===== config.mk =====
export PLATFORM = sky130hd
export DESIGN_NAME = tllpc_ctrl
export DESIGN_NICKNAME = d
export VERILOG_FILES = /design/src/tllpc_pkg.sv /design/src/tllpc_ctrl.sv
export SDC_FILE = /design/constraint.sdc
export NUM_CORES = 1
export LEC_CHECK = 0
export BUFFER_PORTS_ARGS = -buffer_cell sky130_fd_sc_hd__buf_2
export CAP_MARGIN = 20
export CORE_MARGIN = 2
export CORE_UTILIZATION = 45
export DETAILED_ROUTE_END_ITERATION = 7
export GPL_TIMING_DRIVEN = 0
export PLACE_DENSITY = 0.72
export SETUP_SLACK_MARGIN = 0.5
export SLEW_MARGIN = 40
export SYNTH_ARGS = -nofsm -noshare
export SYNTH_HDL_FRONTEND = slang
export SYNTH_SLANG_ARGS = --single-unit

===== constraint.sdc =====
create_clock -name clock -period 3.33 [get_ports clock]
set_input_delay 0.1665 -clock clock [delete_from_list [all_inputs] [get_ports clock]]
set_output_delay 0.1665 -clock clock [all_outputs]
set_load 0.02 [all_outputs]

===== src/tllpc_pkg.sv =====
package tllpc_pkg;

   localparam int ENTRIES    = 512;
   localparam int PAGE_BYTES = 4096;
   localparam int WORD_BITS  = 64;

   localparam int SLOT_W   = $clog2(ENTRIES);
   localparam int SIZE_W   = $clog2(ENTRIES + 1);
   localparam int WORDS    = (PAGE_BYTES + WORD_BITS - 1) / WORD_BITS;
   localparam int WORD_W   = $clog2(WORDS);
   localparam int BIT_W    = $clog2(WORD_BITS);
   localparam int TM_DEPTH = ENTRIES * WORDS;
   localparam int BYTE_W   = $clog2(PAGE_BYTES + 1);

   // fixed field widths
   localparam int TAG_W  = 52;
   localparam int OFF_W  = 12;
   localparam int CNT_W  = 13;
   localparam int EVB_W  = 13;
   localparam int MAXP_W = 9;
   localparam int FLAG_W = 3;
   localparam int KIND_W = 2;
   localparam int OP_W   = 5;

   localparam logic [FLAG_W-1:0] F_VALID  = 3'b001;
   localparam logic [FLAG_W-1:0] F_ACTIVE = 3'b010;
   localparam logic [FLAG_W-1:0] F_DIRTY  = 3'b100;

   localparam logic [KIND_W-1:0] KIND_MISS     = 2'd0;
   localparam logic [KIND_W-1:0] KIND_INACTIVE = 2'd1;
   localparam logic [KIND_W-1:0] KIND_ACTIVE   = 2'd2;
   localparam logic [KIND_W-1:0] KIND_DRAIN    = 2'd3;

   // datapath operations
   localparam logic [OP_W-1:0] OP_NONE        = 5'd0;
   localparam logic [OP_W-1:0] OP_CLEAR       = 5'd1;
   localparam logic [OP_W-1:0] OP_ACCEPT      = 5'd2;
   localparam logic [OP_W-1:0] OP_SCAN        = 5'd3;
   localparam logic [OP_W-1:0] OP_SWEEP_START = 5'd4;
   localparam logic [OP_W-1:0] OP_MARK        = 5'd5;
   localparam logic [OP_W-1:0] OP_COUNT       = 5'd6;
   localparam logic [OP_W-1:0] OP_FILL        = 5'd7;
   localparam logic [OP_W-1:0] OP_HIT_FLAG    = 5'd8;
   localparam logic [OP_W-1:0] OP_READ        = 5'd9;
   localparam logic [OP_W-1:0] OP_POP         = 5'd10;
   localparam logic [OP_W-1:0] OP_UNLINK      = 5'd11;
   localparam logic [OP_W-1:0] OP_PUSH        = 5'd12;
   localparam logic [OP_W-1:0] OP_DEMOTE_FLAG = 5'd13;
   localparam logic [OP_W-1:0] OP_EVICT       = 5'd14;
   localparam logic [OP_W-1:0] OP_ALLOC_RD    = 5'd15;
   localparam logic [OP_W-1:0] OP_ALLOC       = 5'd16;
   localparam logic [OP_W-1:0] OP_RESULT      = 5'd17;

   typedef struct packed {
      logic [OP_W-1:0]   op;
      logic              lst;
      logic              use_aux;
      logic [KIND_W-1:0] kind;
      logic              empty;
   } cmd_type;

   typedef struct packed {
      logic clear_last;
      logic match;
      logic scan_last;
      logic sweep_done;
      logic fill_last;
      logic size0_zero;
      logic size1_zero;
      logic total_zero;
      logic need_evict;
      logic demote;
      logic hit_active;
      logic fc_zero;
      logic out_free;
      logic drain;
   } status_type;

endpackage


===== src/tllpc_ctrl.sv =====
module tllpc_ctrl (
   input  logic                  clock,
   input  logic                  reset,
   input  logic                  req_valid,
   output logic                  idle,
   input  tllpc_pkg::status_type status,
   output tllpc_pkg::cmd_type    cmd
);
   import tllpc_pkg::*;

   localparam int ST_W = 5;
   localparam logic [ST_W-1:0] S_CLEAR     = 5'd0;
   localparam logic [ST_W-1:0] S_IDLE      = 5'd1;
   localparam logic [ST_W-1:0] S_DISPATCH  = 5'd2;
   localparam logic [ST_W-1:0] S_SCAN      = 5'd3;
   localparam logic [ST_W-1:0] S_H_WSTART  = 5'd4;
   localparam logic [ST_W-1:0] S_H_MARK    = 5'd5;
   localparam logic [ST_W-1:0] S_H_FLAG    = 5'd6;
   localparam logic [ST_W-1:0] S_H_READ    = 5'd7;
   localparam logic [ST_W-1:0] S_H_UNLINK  = 5'd8;
   localparam logic [ST_W-1:0] S_H_CHK     = 5'd9;
   localparam logic [ST_W-1:0] S_D_POP     = 5'd10;
   localparam logic [ST_W-1:0] S_D_UNLINK  = 5'd11;
   localparam logic [ST_W-1:0] S_D_FLAG    = 5'd12;
   localparam logic [ST_W-1:0] S_D_PUSH    = 5'd13;
   localparam logic [ST_W-1:0] S_H_PUSH    = 5'd14;
   localparam logic [ST_W-1:0] S_M_CHK     = 5'd15;
   localparam logic [ST_W-1:0] S_E_POP     = 5'd16;
   localparam logic [ST_W-1:0] S_E_UNLINK  = 5'd17;
   localparam logic [ST_W-1:0] S_E_WSTART  = 5'd18;
   localparam logic [ST_W-1:0] S_E_COUNT   = 5'd19;
   localparam logic [ST_W-1:0] S_E_EVICT   = 5'd20;
   localparam logic [ST_W-1:0] S_M_FREE    = 5'd21;
   localparam logic [ST_W-1:0] S_A_RD      = 5'd22;
   localparam logic [ST_W-1:0] S_A_WR      = 5'd23;
   localparam logic [ST_W-1:0] S_F_WSTART  = 5'd24;
   localparam logic [ST_W-1:0] S_F_FILL    = 5'd25;
   localparam logic [ST_W-1:0] S_M_PUSH    = 5'd26;
   localparam logic [ST_W-1:0] S_RESULT    = 5'd27;

   logic [ST_W-1:0]   state_ff, state_in;
   logic [KIND_W-1:0] kind_ff, kind_in;
   logic              lst_ff, lst_in;
   logic              empty_ff, empty_in;

   always_comb begin
      state_in    = state_ff;
      kind_in     = kind_ff;
      lst_in      = lst_ff;
      empty_in    = empty_ff;
      cmd.op      = OP_NONE;
      cmd.lst     = lst_ff;
      cmd.use_aux = 1'b0;
      cmd.kind    = kind_ff;
      cmd.empty   = empty_ff;

      unique case (state_ff)
         S_CLEAR: begin
            cmd.op = OP_CLEAR;
            if (status.clear_last) state_in = S_IDLE;
         end
         S_IDLE: begin
            if (req_valid) begin
               cmd.op   = OP_ACCEPT;
               empty_in = 1'b0;
               state_in = S_DISPATCH;
            end
         end
         S_DISPATCH: begin
            if (status.drain) begin
               kind_in = KIND_DRAIN;
               if (!status.size0_zero) begin
                  lst_in   = 1'b0;
                  state_in = S_E_POP;
               end else if (!status.size1_zero) begin
                  lst_in   = 1'b1;
                  state_in = S_E_POP;
               end else begin
                  empty_in = 1'b1;
                  state_in = S_RESULT;
               end
            end else begin
               state_in = S_SCAN;
            end
         end
         S_SCAN: begin
            cmd.op = OP_SCAN;
            if (status.match) state_in = S_H_WSTART;
            else if (status.scan_last) state_in = S_M_CHK;
         end
         S_H_WSTART: begin
            cmd.op   = OP_SWEEP_START;
            state_in = S_H_MARK;
         end
         S_H_MARK: begin
            cmd.op = OP_MARK;
            if (status.sweep_done) state_in = S_H_FLAG;
         end
         S_H_FLAG: begin
            cmd.op   = OP_HIT_FLAG;
            state_in = S_H_READ;
         end
         S_H_READ: begin
            cmd.op   = OP_READ;
            state_in = S_H_UNLINK;
         end
         S_H_UNLINK: begin
            cmd.op  = OP_UNLINK;
            cmd.lst = status.hit_active;
            if (status.hit_active) begin
               kind_in  = KIND_ACTIVE;
               state_in = S_H_PUSH;
            end else begin
               kind_in  = KIND_INACTIVE;
               state_in = S_H_CHK;
            end
         end
         S_H_CHK: begin
            state_in = status.demote ? S_D_POP : S_H_PUSH;
         end
         S_D_POP: begin
            cmd.op   = OP_POP;
            cmd.lst  = 1'b1;
            state_in = S_D_UNLINK;
         end
         S_D_UNLINK: begin
            cmd.op      = OP_UNLINK;
            cmd.lst     = 1'b1;
            cmd.use_aux = 1'b1;
            state_in    = S_D_FLAG;
         end
         S_D_FLAG: begin
            cmd.op   = OP_DEMOTE_FLAG;
            state_in = S_D_PUSH;
         end
         S_D_PUSH: begin
            cmd.op      = OP_PUSH;
            cmd.lst     = 1'b0;
            cmd.use_aux = 1'b1;
            state_in    = S_H_PUSH;
         end
         S_H_PUSH: begin
            cmd.op   = OP_PUSH;
            cmd.lst  = 1'b1;
            state_in = S_RESULT;
         end
         S_M_CHK: begin
            kind_in = KIND_MISS;
            if (!status.total_zero && status.need_evict) begin
               lst_in   = status.size0_zero;
               state_in = S_E_POP;
            end else begin
               state_in = S_M_FREE;
            end
         end
         S_E_POP: begin
            cmd.op   = OP_POP;
            state_in = S_E_UNLINK;
         end
         S_E_UNLINK: begin
            cmd.op      = OP_UNLINK;
            cmd.use_aux = 1'b1;
            state_in    = S_E_WSTART;
         end
         S_E_WSTART: begin
            cmd.op   = OP_SWEEP_START;
            state_in = S_E_COUNT;
         end
         S_E_COUNT: begin
            cmd.op = OP_COUNT;
            if (status.sweep_done) state_in = S_E_EVICT;
         end
         S_E_EVICT: begin
            cmd.op   = OP_EVICT;
            state_in = status.drain ? S_RESULT : S_M_FREE;
         end
         S_M_FREE: begin
            state_in = status.fc_zero ? S_RESULT : S_A_RD;
         end
         S_A_RD: begin
            cmd.op   = OP_ALLOC_RD;
            state_in = S_A_WR;
         end
         S_A_WR: begin
            cmd.op   = OP_ALLOC;
            state_in = S_F_WSTART;
         end
         S_F_WSTART: begin
            cmd.op   = OP_SWEEP_START;
            state_in = S_F_FILL;
         end
         S_F_FILL: begin
            cmd.op = OP_FILL;
            if (status.fill_last) state_in = S_M_PUSH;
         end
         S_M_PUSH: begin
            cmd.op   = OP_PUSH;
            cmd.lst  = 1'b0;
            state_in = S_RESULT;
         end
         S_RESULT: begin
            if (status.out_free) begin
               cmd.op   = OP_RESULT;
               state_in = S_IDLE;
            end
         end
         default: begin
            state_in = S_IDLE;
         end
      endcase
   end

   always_ff @(posedge clock) begin
      if (reset) begin
         state_ff <= S_CLEAR;
         kind_ff  <= KIND_MISS;
         lst_ff   <= 1'b0;
         empty_ff <= 1'b0;
      end else begin
         state_ff <= state_in;
         kind_ff  <= kind_in;
         lst_ff   <= lst_in;
         empty_ff <= empty_in;
      end
   end

   assign idle = state_ff == S_IDLE;

endmodule


Word level (Yosys, flattened, before mapping)
Index checks and enable logic that the tools add are counted.
Widths: inputs -> output; s select.
- output and inout port bits: 11
- input port bits: 17
- register bits after elaboration: 9
- word-level logic and storage cells: 96
- multiplexer cells: 35
- equal/unequal tests: 39
- reduce and logical (&&, ||, !) cells: 18
- operators with widths (operator ; number):
    $pmux 5 s27 ; 1
    $pmux 5 s17 ; 1
    $eq 5x5->1 const B ; 12
    $mux 5 ; 10
    $eq 5x4->1 const B ; 8
    $eq 5x3->1 const B ; 4
    $ne 2x2->1 const B ; 10
    $mux 4 ; 4
    $reduce_or 3->1 ; 5
    $eq 5x2->1 const B ; 2
    $mux 1 ; 9
    $mux 3 ; 3
    $reduce_and 7->1 ; 1
    $mux 2 ; 3
    $ne 3x3->1 const B ; 2
    $pmux 2 s3 ; 1
    $reduce_or 2->1 ; 3
    $eq 5x1->1 const B ; 1
    $logic_not 5->1 ; 1
    $reduce_and 5->1 ; 1
    $pmux 1 s2 ; 2
    $reduce_and 4->1 ; 1
    $reduce_bool 2->1 ; 2
    $pmux 1 s3 ; 1
    other kinds (4) ; 4

Longest topological paths before layout
- word-level depth: 4
- depth in mapped cells: 7

Worst setup path after synthesis
Ideal clock, no wire load.
- path type: reg-to-output
- start: reg state_ff[2]
- end: out cmd[8] (netlist bit)
- stages on the path, launching flop included: 6
- buffers on the path: 3
- required time: 3.164 ns
- arrival: 1.546 ns
- slack: 1.617 ns
- cells stage by stage: dfxtp_1 -> buf_6 -> buf_2 -> buf_2 -> o21ai_0 -> a221oi_1
- RTL lines (element ; RTL line ; text):
    start, declared ; tllpc_ctrl.sv:41 ; logic [ST_W-1:0] state_ff, state_in;
    start signal, assigned ; tllpc_ctrl.sv:220 ; state_ff <= state_in;
    end, declared ; tllpc_ctrl.sv:7 ; output tllpc_pkg::cmd_type cmd

==> out/metrics.yaml <==
yosysUniqueCellTypes: 51
period_needed_ns: 2.22
r2r-start: "state_ff[0]"
syn-num-nets: 186
syn_area_um2: 1140
period_share_pct: 66.6
syn_inst: 169
path_class: "reg2out"
end_kind: "output port"
clock-sinks: 9
rr_endpoint: "state_ff[2]"
fin_tns_setup_ns: 0
io_pins: 28
max_slew_margin_pct: 68.1
min_path_cells: 2
combPwrFrac_pct: 75.5
design_area_um2: 1340
clockRootBuffer: "clkbuf_4"
routed_via_density: 6.42
die_y_um: 54.4
startpoint_type: "flop"
cp.required_ns: 3.16
synth_top_flop_cell: "dfxtp_1"
hold_start: "req_valid"
hold_slack_ns: 0.154
hold_end: "empty_ff"
first_pass_iters: 4
cts_buffers: 3
ys_ff_latch: 9
crit_start: "state_ff[4]"
wl_per_cell_um: 16.1
clock_power_share_pct: 9.0
hold_buffers: 0
fp.dieW_um: 54.4
post_cts_resized: 0
dieArea_um2: 2960
yosys_warnings: 0
post-cts-setup-buffer-count: 0
layout-drive-gt1-share_pct: 25.6
final_antenna_net_count: 0
globalplace.congestion: 0.970
path_max_fanout: 10
p_per_area_nw_per_um2: 732
hold_viol: 0
grt_pass1_vias: 1212
clock_skew_ns: 0.00504
finalPower_uw: 980
multi_input_area_um2: 860
drt_iter0_drc: 67
syn_to_final_growth_pct: 16.9
antenna_cells: 0
swShare_pct: 52.5
max_freq_ghz: 0.451
rsz0062_at_grt: "false"
seqPwrFrac_pct: 15.5
setup_slack_ns: 1.11
ir_drop_mv: 0.395
ctsHtreeMaxLevel: 1
core_region_area_um2: 2450
rows: 18
drc_errors: 0
insertion_delay_ns: 0.27
worst_ep_arrival_time_ns: 2.05
setup_viol: 0
nNetsFinal: 217
initial_core_util_pct: 46.6
grt_max_degree: 11
regArea_um2: 180
pre_cts_slack_ns: 1.44
grtUsageTotal_pct: 27.3
vias: 1470
dpl-instance-area_um2: 1310
rrSetupSlack_ns: 1.60
status: "completed"
report.final.slew_viol_count: 0
maxCapViolations: 0
intPower_uw: 466
hold_class: "in2reg"
worstRegToRegCells: 7
fill_cells: 250
place_hpwl_um: 2790
path_clk_slew_ns: 0.06
ctsLongestPathBuffers: 2
port_buffers: 26
postSynthAreaPerCell_um2: 6.77
synth_edf_count: 0
switchingPower_uw: 515
worst_pin_slew_ns: 0.479
routed_wl_um: 3680
grt_pass1_wl_um: 5840
cellLeakagePower_nw: 0.572
cts_tree: "yes"
yosysSeqAreaShare_pct: 15.7
synthArstFlopShare_pct: 0
overflow: 0
antenna_found_initial: 0
[state kept, by name, indices dropped and copies added (netlist names)]
register,cells
kind_ff,2
state_ff,5
empty_ff,1
lst_ff,1
[worst max path at each step]
| stage | to | slack [ns] | cells after the start |
|---|---|---|---|
| 6_report | cmd[4] | 1.11 | 7 |
| 5_1_grt | cmd[4] | 1.04 | 7 |
| 4_1_cts | cmd[4] | 1.15 | 7 |
| 3_5_place_dp | cmd[4] | 1.44 | 7 |
| 3_3_place_gp | cmd[4] | 1.49 | 7 |
| 2_1_floorplan | cmd[8] | 1.62 | 5 |
[final cells by class]
cell class	instances	area share (%)
tap	30	2.80
inverter	3	0.841
timing repair buffer	26	9.72
clock buffer	4	1.96
sequential	9	13.5
multi-input combinational	140	64.2
buffer	17	7.01
[routing by layer]
| layer | global-route usage (%) | wire, um | up-vias | share of wire (%) |
|---|---|---|---|---|
| li1 | - | - | 684 | - |
| met1 | 38.3 | 1560 | 677 | 42 |
| met2 | 41.6 | 1660 | 100 | 45 |
| met3 | 2.73 | 379 | 9 | 10 |
| met4 | 12.9 | 90 | 0 | 2.4 |
| met5 | 0 | 0 | - | 0 |
[cell usage in the layout, fill, tap and decap left out, types with 3 or more instances in the layout]
master	count
a21oi_1	15
nor2b_1	9
buf_2	38
o31ai_1	3
o211ai_1	4
nand4_1	3
nand2_1	17
a221oi_1	3
dfxtp_1	9
and3_1	4
o21ai_0	13
nor3_1	5
nor2_1	14
nand2b_1	6
mux2i_1	4
nand3_1	5
clkbuf_4	3
[cell families (layout without fill, tap and decap cells)]
logic type | Yosys count | count (layout) | share of synthesized area, %
AOI/OAI and AO/OA | 56 | 56 | 32.1
xor gates and xnor gates | 1 | 1 | 0.765
buffers and inverters | 20 | 50 | 9.18
DFF | 9 | 9 | 15.7
muxes | 5 | 5 | 4.48
and+or+nand+nor | 78 | 78 | 37.7
[through the flow]
step                utilization, %  std cells
floorplan                        -        169
global placement              53.5        225
detailed placement            53.5        225
CTS                           54.5        229
global route                  54.5        229
finish                        54.5        229
[cell usage after synthesis (all sizes together) (3+ instances only)]
cell type  instances  area [um2]
nand2             17        63.8
a21oi             16        83.8
buf               16        90.1
nor2              14        52.6
o21ai             13        65.1
dfxtp              9         180
nor2b              9        56.3
nand2b             6        37.5
nor3               6        35.0
nand3              5        25.0
and3               4        25.0
mux2i              4        40.0
nand4              4        31.3
o211ai             4        30.0
a221oi             3        26.3
o22ai              3        25.0
o31ai              3        22.5
[power by group through the flow]
stage	Sequential, mW	Combinational, mW	Clock, mW
2_1_floorplan	0.154	0.548	0
3_3_place_gp	0.152	0.716	0
3_5_place_dp	0.153	0.722	0
4_1_cts	0.151	0.725	0.0888
5_1_grt	0.153	0.804	0.0934
6_report	0.152	0.741	0.0882
[worst max-delay path, stage by stage (launching register included)]
cell	delay [ns]
dfxtp_1	0.41
buf_2	0.24
nand2_1	0.19
a21oi_1	0.20
nor2_1	0.05
o21ai_0	0.18
mux2_2	0.35
buf_2	0.16
Note: power is estimated with default switching activity, not from simulation.
